$ cat config.mk
export PLATFORM = sky130hd
export DESIGN_NAME = onoff_keyed_frame_serializer
export DESIGN_NICKNAME = d
export VERILOG_FILES = /design/src/design/okfs_pkg.sv /design/src/design/okfs_frame_mem.sv /design/src/design/okfs_tx_core.sv /design/src/design/onoff_keyed_frame_serializer.sv
export SDC_FILE = /design/constraint.sdc
export NUM_CORES = 2
export LEC_CHECK = 0
export ABC_AREA = 1
export BUFFER_PORTS_ARGS = -buffer_cell sky130_fd_sc_hd__buf_2
export CORE_UTILIZATION = 45
export DETAILED_ROUTE_END_ITERATION = 8
export PLACE_DENSITY = 0.57
export SLEW_MARGIN = 20
export SYNTH_ARGS = -nofsm -noshare
export SYNTH_HDL_FRONTEND = slang
export SYNTH_HIERARCHICAL = 1
export SYNTH_SLANG_ARGS = --single-unit
$ cat constraint.sdc
create_clock -name aclk -period 5.7 [get_ports aclk]
set_clock_uncertainty 0.05 [all_clocks]
set_input_delay 1.14 -clock aclk [delete_from_list [all_inputs] [get_ports aclk]]
set_output_delay 1.14 -clock aclk [all_outputs]
set_load 0.1 [all_outputs]
$ cat src/design/okfs_pkg.sv
`timescale 1ns / 1ps
// ----------------------------------------------------------------------------
// okfs_pkg
// Types and constants for the on-off keyed frame serializer.
// ----------------------------------------------------------------------------
package okfs_pkg;

    localparam int BYTE_W = 8;
    localparam int POS_W  = 11;   // bit position in the frame
    localparam int TOT_W  = 12;   // frame bit count, up to 2048
    localparam int LEN_W  = 9;    // frame_length register
    localparam int CNT_W  = 32;
    localparam int MODE_W = 2;
    localparam int KIND_W = 2;
    localparam int BIT_W  = 3;    // bit index inside a byte

    typedef enum logic [MODE_W-1:0] {
        MODE_OFF    = 2'd0,
        MODE_CONT   = 2'd1,
        MODE_TEST   = 2'd2,
        MODE_SINGLE = 2'd3
    } mode_t;

    typedef enum logic [KIND_W-1:0] {
        KIND_TICK = 2'd0,
        KIND_LOAD = 2'd1,
        KIND_MODE = 2'd2
    } kind_t;

    // Register index on the APB port
    localparam logic REG_FRAME_LENGTH = 1'b0;

    typedef struct packed {
        logic [KIND_W-1:0] kind;
        logic [BYTE_W-1:0] byte_address;
        logic [BYTE_W-1:0] byte_value;
        logic [MODE_W-1:0] new_mode;
    } item_t;

    typedef struct packed {
        logic              carrier_on;
        logic              frame_done;
        logic [CNT_W-1:0]  frame_count;
        logic [MODE_W-1:0] mode_now;
    } result_t;

    // Frame store write request
    typedef struct packed {
        logic              en;
        logic [BYTE_W-1:0] addr;
        logic [BYTE_W-1:0] data;
    } mem_wr_t;

endpackage

$ cat src/design/okfs_frame_mem.sv
`timescale 1ns / 1ps
// ----------------------------------------------------------------------------
// okfs_frame_mem
// Frame byte store: one write port, one registered read port with
// write-through, plus a shadow of byte 0 for restarts after a length change.
// ----------------------------------------------------------------------------
module okfs_frame_mem #(
    parameter int FRAME_BYTES = 256,
    parameter int ADDR_W      = 8
) (
    input  logic                          aclk,
    input  okfs_pkg::mem_wr_t             wr,
    input  logic [ADDR_W-1:0]             rd_addr,
    output logic [okfs_pkg::BYTE_W-1:0]   rd_data,
    output logic [okfs_pkg::BYTE_W-1:0]   byte0
);

    logic [okfs_pkg::BYTE_W-1:0] mem [FRAME_BYTES];
    logic [okfs_pkg::BYTE_W-1:0] rd_data_reg;
    logic [okfs_pkg::BYTE_W-1:0] byte0_reg;
    logic [ADDR_W-1:0]           wr_addr;

    assign wr_addr = wr.addr[ADDR_W-1:0];

    // write port
    always_ff @(posedge aclk) begin
        if (wr.en) begin
            mem[wr_addr] <= wr.data;
        end
    end

    // read port, new data wins on a same-address write
    always_ff @(posedge aclk) begin
        if (wr.en && (wr_addr == rd_addr)) begin
            rd_data_reg <= wr.data;
        end else begin
            rd_data_reg <= mem[rd_addr];
        end
    end

    // byte 0 shadow
    always_ff @(posedge aclk) begin
        if (wr.en && (wr_addr == '0)) begin
            byte0_reg <= wr.data;
        end
    end

    assign rd_data = rd_data_reg;
    assign byte0   = byte0_reg;

endmodule

$ cat src/design/okfs_tx_core.sv
`timescale 1ns / 1ps
// ----------------------------------------------------------------------------
// okfs_tx_core
// Serializer state (bit position, mode, frame count, carrier) and the
// single-pass update for one word.
// ----------------------------------------------------------------------------
module okfs_tx_core #(
    parameter int FRAME_BYTES = 256,
    parameter int ADDR_W      = 8
) (
    input  logic                          aclk,
    input  logic                          aresetn,
    input  logic                          fire,
    input  okfs_pkg::item_t               item,
    input  logic [okfs_pkg::LEN_W-1:0]    frame_length,
    input  logic [okfs_pkg::BYTE_W-1:0]   rd_byte,
    input  logic [okfs_pkg::BYTE_W-1:0]   byte0,
    output okfs_pkg::mem_wr_t             wr,
    output logic [ADDR_W-1:0]             rd_addr,
    output okfs_pkg::result_t             res
);

    localparam logic [okfs_pkg::LEN_W-1:0] MAX_BYTES = okfs_pkg::LEN_W'(FRAME_BYTES);

    logic [okfs_pkg::POS_W-1:0]  pos_reg, pos_next;
    okfs_pkg::mode_t             mode_reg, mode_next;
    logic [okfs_pkg::CNT_W-1:0]  cnt_reg, cnt_next;
    logic                        car_reg, car_next;
    logic                        done;

    logic [okfs_pkg::LEN_W-1:0]  nbytes;
    logic [okfs_pkg::TOT_W-1:0]  total;
    logic                        stale;
    logic [okfs_pkg::POS_W-1:0]  pos_eff;
    logic [okfs_pkg::TOT_W-1:0]  pos_inc;
    logic [okfs_pkg::BYTE_W-1:0] cur_byte;
    logic                        addr_ok;

    // active frame size
    assign nbytes   = (frame_length > MAX_BYTES) ? MAX_BYTES : frame_length;
    assign total    = {nbytes, okfs_pkg::BIT_W'(0)};
    assign stale    = {1'b0, pos_reg} >= total;
    assign pos_eff  = stale ? '0 : pos_reg;
    assign cur_byte = stale ? byte0 : rd_byte;
    assign pos_inc  = {1'b0, pos_eff} + okfs_pkg::TOT_W'(1);
    assign addr_ok  = {1'b0, item.byte_address} < okfs_pkg::LEN_W'(FRAME_BYTES);

    // next state for the word in flight
    always_comb begin
        pos_next  = pos_reg;
        mode_next = mode_reg;
        cnt_next  = cnt_reg;
        car_next  = car_reg;
        done      = 1'b0;
        wr.en     = 1'b0;
        wr.addr   = item.byte_address;
        wr.data   = item.byte_value;
        if (fire) begin
            unique case (item.kind)
                okfs_pkg::KIND_TICK: begin
                    if (mode_reg == okfs_pkg::MODE_TEST) begin
                        car_next = 1'b1;
                    end else if (mode_reg == okfs_pkg::MODE_OFF || nbytes == '0) begin
                        car_next = 1'b0;
                    end else begin
                        // MSB first
                        car_next = cur_byte[~pos_eff[okfs_pkg::BIT_W-1:0]];
                        if (pos_inc >= total) begin
                            pos_next = '0;
                            cnt_next = cnt_reg + 1'b1;
                            done     = 1'b1;
                            if (mode_reg == okfs_pkg::MODE_SINGLE) begin
                                mode_next = okfs_pkg::MODE_OFF;
                            end
                        end else begin
                            pos_next = pos_inc[okfs_pkg::POS_W-1:0];
                        end
                    end
                end
                okfs_pkg::KIND_LOAD: begin
                    if (addr_ok) begin
                        wr.en    = 1'b1;
                        pos_next = '0;
                    end
                end
                okfs_pkg::KIND_MODE: begin
                    mode_next = okfs_pkg::mode_t'(item.new_mode);
                    pos_next  = '0;
                    if (item.new_mode == okfs_pkg::MODE_OFF) begin
                        car_next = 1'b0;
                    end else if (item.new_mode == okfs_pkg::MODE_TEST) begin
                        car_next = 1'b1;
                    end
                end
                default: begin
                end
            endcase
        end
    end

    // prefetch the byte the next tick needs
    assign rd_addr = pos_next[ADDR_W+okfs_pkg::BIT_W-1:okfs_pkg::BIT_W];

    always_ff @(posedge aclk) begin
        if (!aresetn) begin
            pos_reg  <= '0;
            mode_reg <= okfs_pkg::MODE_CONT;
            cnt_reg  <= '0;
            car_reg  <= 1'b0;
        end else begin
            pos_reg  <= pos_next;
            mode_reg <= mode_next;
            cnt_reg  <= cnt_next;
            car_reg  <= car_next;
        end
    end

    assign res.carrier_on  = car_next;
    assign res.frame_done  = done;
    assign res.frame_count = cnt_next;
    assign res.mode_now    = mode_next;

endmodule

$ cat src/design/onoff_keyed_frame_serializer.sv
`timescale 1ns / 1ps
// ----------------------------------------------------------------------------
// onoff_keyed_frame_serializer
// On-off keyed carrier serializer: stream in, one result word per input word.
// ----------------------------------------------------------------------------
// Path: an accepted word goes into the input register, then its state update
//   is registered into the result register.
// Throughput: 1 word per cycle while the result stream is not stalled; the frame byte
//   for the next tick comes from the store's registered read port while the word updates.
// Reset (aresetn low, synchronous): both stages empty, position 0, mode
//   continuous, count 0, carrier low, frame_length 0; frame bytes keep data.
module onoff_keyed_frame_serializer #(
    parameter int FRAME_BYTES = 256
) (
    input  logic        aclk,
    input  logic        aresetn,
    // input stream
    input  logic        s_tvalid,
    output logic        s_tready,
    input  logic [23:0] s_tdata,   // [7:0] byte_address, [15:8] byte_value, [17:16] new_mode
    input  logic [1:0]  s_tuser,   // [1:0] kind
    // result stream
    output logic        m_tvalid,
    input  logic        m_tready,
    output logic [39:0] m_tdata,   // [0] carrier_on, [32:1] frame_count, [34:33] mode_now
    output logic        m_tlast,   // frame_done
    // configuration
    input  logic        psel,
    input  logic        penable,
    input  logic        pwrite,
    input  logic [2:0]  paddr,
    input  logic [31:0] pwdata,
    output logic [31:0] prdata,
    output logic        pready
);

    localparam int ADDR_W = $clog2(FRAME_BYTES);

    logic                          in_valid_reg;
    okfs_pkg::item_t               in_item_reg;
    logic                          out_valid_reg;
    okfs_pkg::result_t             out_res_reg;
    logic [okfs_pkg::LEN_W-1:0]    len_reg;

    logic                          advance;
    logic                          s_fire;
    okfs_pkg::result_t             res;
    okfs_pkg::mem_wr_t             wr;
    logic [ADDR_W-1:0]             rd_addr;
    logic [okfs_pkg::BYTE_W-1:0]   rd_byte;
    logic [okfs_pkg::BYTE_W-1:0]   byte0;
    logic                          reg_sel;

    // handshake
    assign advance  = in_valid_reg && (!out_valid_reg || m_tready);
    assign s_tready = !in_valid_reg || advance;
    assign s_fire   = s_tvalid && s_tready;

    // input register
    always_ff @(posedge aclk) begin
        if (!aresetn) begin
            in_valid_reg <= 1'b0;
        end else if (s_fire) begin
            in_valid_reg <= 1'b1;
        end else if (advance) begin
            in_valid_reg <= 1'b0;
        end
    end

    always_ff @(posedge aclk) begin
        if (s_fire) begin
            in_item_reg.kind         <= s_tuser;
            in_item_reg.byte_address <= s_tdata[7:0];
            in_item_reg.byte_value   <= s_tdata[15:8];
            in_item_reg.new_mode     <= s_tdata[17:16];
        end
    end

    okfs_tx_core #(
        .FRAME_BYTES (FRAME_BYTES),
        .ADDR_W      (ADDR_W)
    ) u_core (
        .aclk         (aclk),
        .aresetn      (aresetn),
        .fire         (advance),
        .item         (in_item_reg),
        .frame_length (len_reg),
        .rd_byte      (rd_byte),
        .byte0        (byte0),
        .wr           (wr),
        .rd_addr      (rd_addr),
        .res          (res)
    );

    okfs_frame_mem #(
        .FRAME_BYTES (FRAME_BYTES),
        .ADDR_W      (ADDR_W)
    ) u_mem (
        .aclk    (aclk),
        .wr      (wr),
        .rd_addr (rd_addr),
        .rd_data (rd_byte),
        .byte0   (byte0)
    );

    // result register
    always_ff @(posedge aclk) begin
        if (!aresetn) begin
            out_valid_reg <= 1'b0;
        end else if (advance) begin
            out_valid_reg <= 1'b1;
        end else if (m_tready) begin
            out_valid_reg <= 1'b0;
        end
    end

    always_ff @(posedge aclk) begin
        if (advance) begin
            out_res_reg <= res;
        end
    end

    assign m_tvalid = out_valid_reg;
    assign m_tlast  = out_res_reg.frame_done;
    assign m_tdata  = {5'd0, out_res_reg.mode_now, out_res_reg.frame_count,
                       out_res_reg.carrier_on};

    // APB register
    assign reg_sel = (paddr[2] == okfs_pkg::REG_FRAME_LENGTH);
    assign pready  = 1'b1;

    always_ff @(posedge aclk) begin
        if (!aresetn) begin
            len_reg <= '0;
        end else if (psel && penable && pwrite && pready && reg_sel) begin
            len_reg <= pwdata[okfs_pkg::LEN_W-1:0];
        end
    end

    assign prdata = reg_sel ? {{(32-okfs_pkg::LEN_W){1'b0}}, len_reg} : 32'd0;

endmodule

## Word level (Yosys, flattened, before mapping)

Memories as Yosys holds them, arrays and structs flattened. A register that Yosys moved wholly into a read port is not among the register bits.
Cells that the tools add are included.

| operators by class | value |
|---|---|
| bitwise operators | 3 |
| $lt $le $gt $ge | 4 |
| eq/ne operators | 7 |
| muxes and demuxes | 37 |
| reductions and logical operators | 22 |
| $add $sub $neg | 2 |

Operators by type and width:

| cell | count |
|---|---|
| 32-bit 2-to-1 mux | 5 |
| 11-bit 2-to-1 mux | 5 |
| 32-bit by 1-bit adder with 32-bit output (second input constant) | 1 |
| 11-bit one-hot mux with 2 select lines | 1 |
| 9-bit 2-to-1 mux | 2 |
| 1-bit 2-to-1 mux | 15 |
| 11-bit by 1-bit adder with 12-bit output (second input constant) | 1 |
| 11-bit by 12-bit >= comparator with 1-bit output | 1 |
| 12-bit >= comparator | 1 |
| 2-bit 2-to-1 mux | 5 |
| 9-bit > comparator (second input constant) | 1 |
| 9-bit logical NOT | 1 |
| 2-bit equality test (second input constant) | 4 |
| 8-bit logical NOT | 1 |
| 8-bit 2-to-1 mux | 1 |
| 1-bit logical AND | 6 |
| 2-bit logical NOT | 3 |
| 2-bit nonzero test | 3 |
| 3-bit by 4-bit less-than comparator with 1-bit output (second input constant) | 1 |
| 2-bit inequality test (second input constant) | 2 |
| 2-bit one-hot mux with 2 select lines | 1 |
| 4-bit AND reduction | 1 |
| 1-bit binary-select mux with 3-bit select | 1 |
| 1-bit logical OR | 3 |
| 7 further kinds | 9 |

| word-level totals | value |
|---|---|
| word-level logic and storage cells | 93 |
| memory bits (writable) | 2,048 |
| register bits after elaboration | 121 |
| output and inout port bits | 76 |
| bits of input ports | 68 |
| memories kept | 1 |

Memory list:

| name | words | width | read ports | clocked after Yosys merged registers in | wr ports | line | RTL |
|---|---|---|---|---|---|---|---|
| u_mem.mem | 256 | 8 | 1 | 1 | 1 | okfs_frame_mem.sv:18 | `logic [okfs_pkg::BYTE_W-1:0] mem [FRAME_BYTES];` |

## Logic depth before layout (Yosys ltp)

| logic depth | value |
|---|---|
| depth in word-level cells | 11 |
| depth in mapped cells | 37 |
| gate-level depth less buffers | 36 |

## By module

Netlist, hierarchy kept.

By module, submodules not included:

| module | times used | cells an instance | area an instance (µm²) | sequential area each (µm²) |
|---|---|---|---|---|
| okfs_frame_mem | 1 | 7,003 | 83,405.0 | 61,659.1 |
| okfs_tx_core | 1 | 584 | 3,853.7 | 920.9 |
| onoff_keyed_frame_serializer | 1 | 180 | 2,497.4 | 1,901.8 |

## Least setup slack after synthesis

Ideal clock, no wire load.

| timing path | value |
|---|---|
| path kind | input to register |
| from | in m_tready |
| to | mem u_mem/mem[162][0] (netlist bit) (enable) |
| stages on the path | 8 |
| data required time | 5.280 ns |
| library setup time | 0.370 ns |
| arrival | 4.886 ns |
| buffers on the path | 2 |
| path slack | 0.393 ns |
| path through | inv_1 > a21oi_1 > inv_2 > nor3_1 > clkbuf_1 > nand3_1 > clkbuf_1 > nor2_1 |

RTL lines:

| element | line | RTL |
|---|---|---|
| start, declared | onoff_keyed_frame_serializer.sv:24 | `input logic m_tready,` |
| end, declared | okfs_frame_mem.sv:18 |  |

==> flow_metrics.tcl <==
set metrics [dict create \
    outcome "complete, no violations" \
    synth_seq_area_share_pct 71.84 \
    crit_fanout 13 \
    drv_cap 0 \
    grt_pass1_vias 55850 \
    ys_types 54 \
    route.detailed.drc 0 \
    cts_made_buffers 221 \
    wire_per_inst_um 23.23 \
    fin_nets 7799 \
    slew_violations 0 \
    cts_htree_levels 4 \
    utilization_pct 50.19 \
    hold_path_class "input pin to flop" \
    slowest_stage "dfxtp_1" \
    synth_seq_cells 2169 \
    rr_worst_depth 34 \
    syn_inst 7767 \
    place_hpwl_mm 137.8 \
    grt_max_degree 176 \
    initial_core_util_pct 45.37 \
    power_density_nw_per_um2 323.9 \
    fillers 17410 \
    ir_worst_vdd_mv 0.3227 \
    synth_area_um2 89760 \
    root_buffer "clkbuf_16" \
    grt_pass1_wl_mm 365.7 \
    rows 163 \
    die_x_um 448.6 \
    cp.required_ns 6.25 \
    finalHoldViolCount 0 \
    rsz0062_at_grt "false" \
    layout-drive-gt1-share_pct 7.659 \
    grt_usage_pct 24.01 \
    grt_overflow 0 \
    syn2layout_area_growth_pct 10.63 \
    cp-start-kind "flop" \
    cts_max_path_buffers 3 \
    r2r_setup_slack_ns 0.51 \
    async_flop_share_pct 0 \
    crit_type "flop to flop" \
    cpPeakStageDelay_ns 0.33 \
    dieArea_um2 201200 \
    synth_top_cell_by_area "edfxtp_1" \
    largest_reg_flops 2041 \
    synth.top_cells.by_area "edfxtp_1 (70%), nand3_1 (11%), nand2_1 (9.5%), nor2_1 (1.5%), buf_2 (1.5%)" \
    via_count 58670 \
    cp.arrival_ns 5.74 \
    period_needed_ns 5.193 \
    via_per_inst 5.566 \
    io_buffers 83 \
    routed_wirelength_mm 244.9 \
    worstSkewPairLatency_ns 0.86 \
    yosysWarningCount 6 \
    firstDrtPassIters 5 \
    synth_area_per_cell_um2 11.56 \
    place_congestion 0.8708 \
    tns_ns 0 \
    pin_count 144 \
    core_area_um2 197800 \
    drt_iter0_markers 6186 \
    relSlewSlack_pct 18.33 \
    die_h_um 448.6 \
    worstMarginPinSlew_ns 1.225 \
    post-route-period-util_pct 91.10 \
    worst_r2r_endpoint "m_tdata[2]" \
    clkTransAtPathRegs_ns 0.06 \
    cts_tree "yes" \
    cp-end-kind "flop" \
    cts_sinks 2169 \
    synth-edff-count 2104 \
    antenna_found_initial 9 \
    max_freq_ghz 0.1926 \
    yosys.area.top_type_share_pct 70.39 \
    setup_viol 0 \
    synth_ff_type "edfxtp_1" \
    endpoint "m_tdata[2]" \
    ant_nets 0 \
    cp-startpoint "len_reg[7]" \
    reg2reg_from "len_reg[7]" \
    power_leakage_nw 34.53 \
]
layout by cell type, fill, tap and decap left out, types with 29 or more instances in the layout:
cell       instances
nand3_1         2060
conb_1            29
clkinv_1          63
clkbuf_1          61
buf_12            36
a21oi_1           29
edfxtp_1        2104
inv_1            142
nor2_1           362
dfxtp_1           59
clkbuf_16        222
buf_2             83
buf_4            113
nand2_1         2268
clkinv_2          33
stage by stage:
step | setup WS [ns] | hold slack, ns | instance area (um^2) | std cells | power (W)
after floorplan | 0.3933 | 0.3973 | 89860 | 7794 | 0.01830
after global placement | 0.4042 | 0.4199 | 92330 | 10130 | 0.01856
after detailed placement | 0.4526 | 0.4364 | 92330 | 10130 | 0.01857
after CTS | 0.4218 | 0.3288 | 99250 | 10540 | 0.03238
after global routing | 0.006977 | 0.3564 | 99290 | 10540 | 0.03302
final | 0.5070 | 0.3995 | 99290 | 10540 | 0.03216
power by group:
| group | switching, W | internal (W) |
|---|---|---|
| clock network | 0.00611 | 0.00782 |
| registers | 0.0000238 | 0.0175 |
| logic | 0.000613 | 0.0000749 |
worst max-delay path, delay by kind of cell (launching register included):
| kind | cells | cell delay [ns] |
|---|---|---|
| buf+inv | 6 | 0.45 |
| simple gates | 22 | 2.95 |
| flops | 1 | 0.33 |
| compound gates | 3 | 0.39 |
| fa+ha+maj | 3 | 0.75 |
routing by layer:
| layer | up-vias | global-route usage (%) | wire length, um |
|---|---|---|---|
| li1 | 27160 | - | - |
| met1 | 29070 | 33.95 | 105600 |
| met2 | 2048 | 37.50 | 113500 |
| met3 | 389 | 4.195 | 17800 |
| met4 | 2 | 8.198 | 7967 |
| met5 | - | 0 | 20 |
worst min-delay path by stage:
stage | from | slack [ns] | cells past startpoint | to
floorplan | in_valid_reg | 0.40 | 2 | m_tvalid
global placement | u_core/pos_reg[1] | 0.42 | 2 | u_core/pos_reg[1]
detailed placement | u_core/pos_reg[1] | 0.44 | 2 | u_core/pos_reg[1]
CTS | s_tdata[6] | 0.33 | 1 | in_item_reg[16]
global route | s_tdata[6] | 0.36 | 1 | in_item_reg[16]
finish | s_tdata[1] | 0.40 | 1 | in_item_reg[11]
cell type report:
| class | instances | area [um^2] | share of cell area (%) |
|---|---|---|---|
| sequential | 2169 | 64500 | 64.96 |
| multi-input combinational | 4925 | 21940 | 22.09 |
| clock buffer | 284 | 5798 | 5.839 |
| tap | 2640 | 3303 | 3.327 |
| timing repair buffer | 232 | 1984 | 1.999 |
| clock inverter | 127 | 1120 | 1.128 |
| inverter | 162 | 644.4 | 0.6489 |
| antenna | 2 | 5.005 | 0.005040 |
repair_timing:
item / CTS / global route
hold buffers: 0 / 0
gates resized for setup: 0 / 6
buffers inserted: 0 / 2
setup endpoints to repair: 0 / 11
cells in the mapped netlist (2+ instances only):
cell         n
nand2_1   2272
edfxtp_1  2104
nand3_1   2061
nor2_1     362
buf_2      266
inv_1      146
clkbuf_1   102
buf_4       98
dfxtp_1     65
buf_1       52
a21oi_1     30
o21ai_0     22
ha_1        20
buf_6       19
nor3_1      17
xor2_1      14
inv_2       13
nand4_1     12
a21oi_2      8
nand2_2      7
nor2_4       7
o211ai_1     5
o21ai_1      5
or2_1        5
nor2_2       4
nor2_8       4
nor4_1       4
nand3_2      3
nand4_2      3
nor3_2       3
conb_1       2
inv_4        2
nand2_4      2
nand3_4      2
nand3b_1     2
nor3_4       2
o22ai_1      2
or2_2        2
or3_1        2
xnor2_2      2
cells by family after synthesis:
logic type                 synth area share, %
other                                 0.008367
xor gates and xnor gates                0.1826
buffers and inverters                    3.885
AOI/OAI and AO/OA                       0.5214
adders and majority gates               0.2788
DFF                                      71.84
and+or+nand+nor                          23.28
Power figures use the tool's default switching activity.
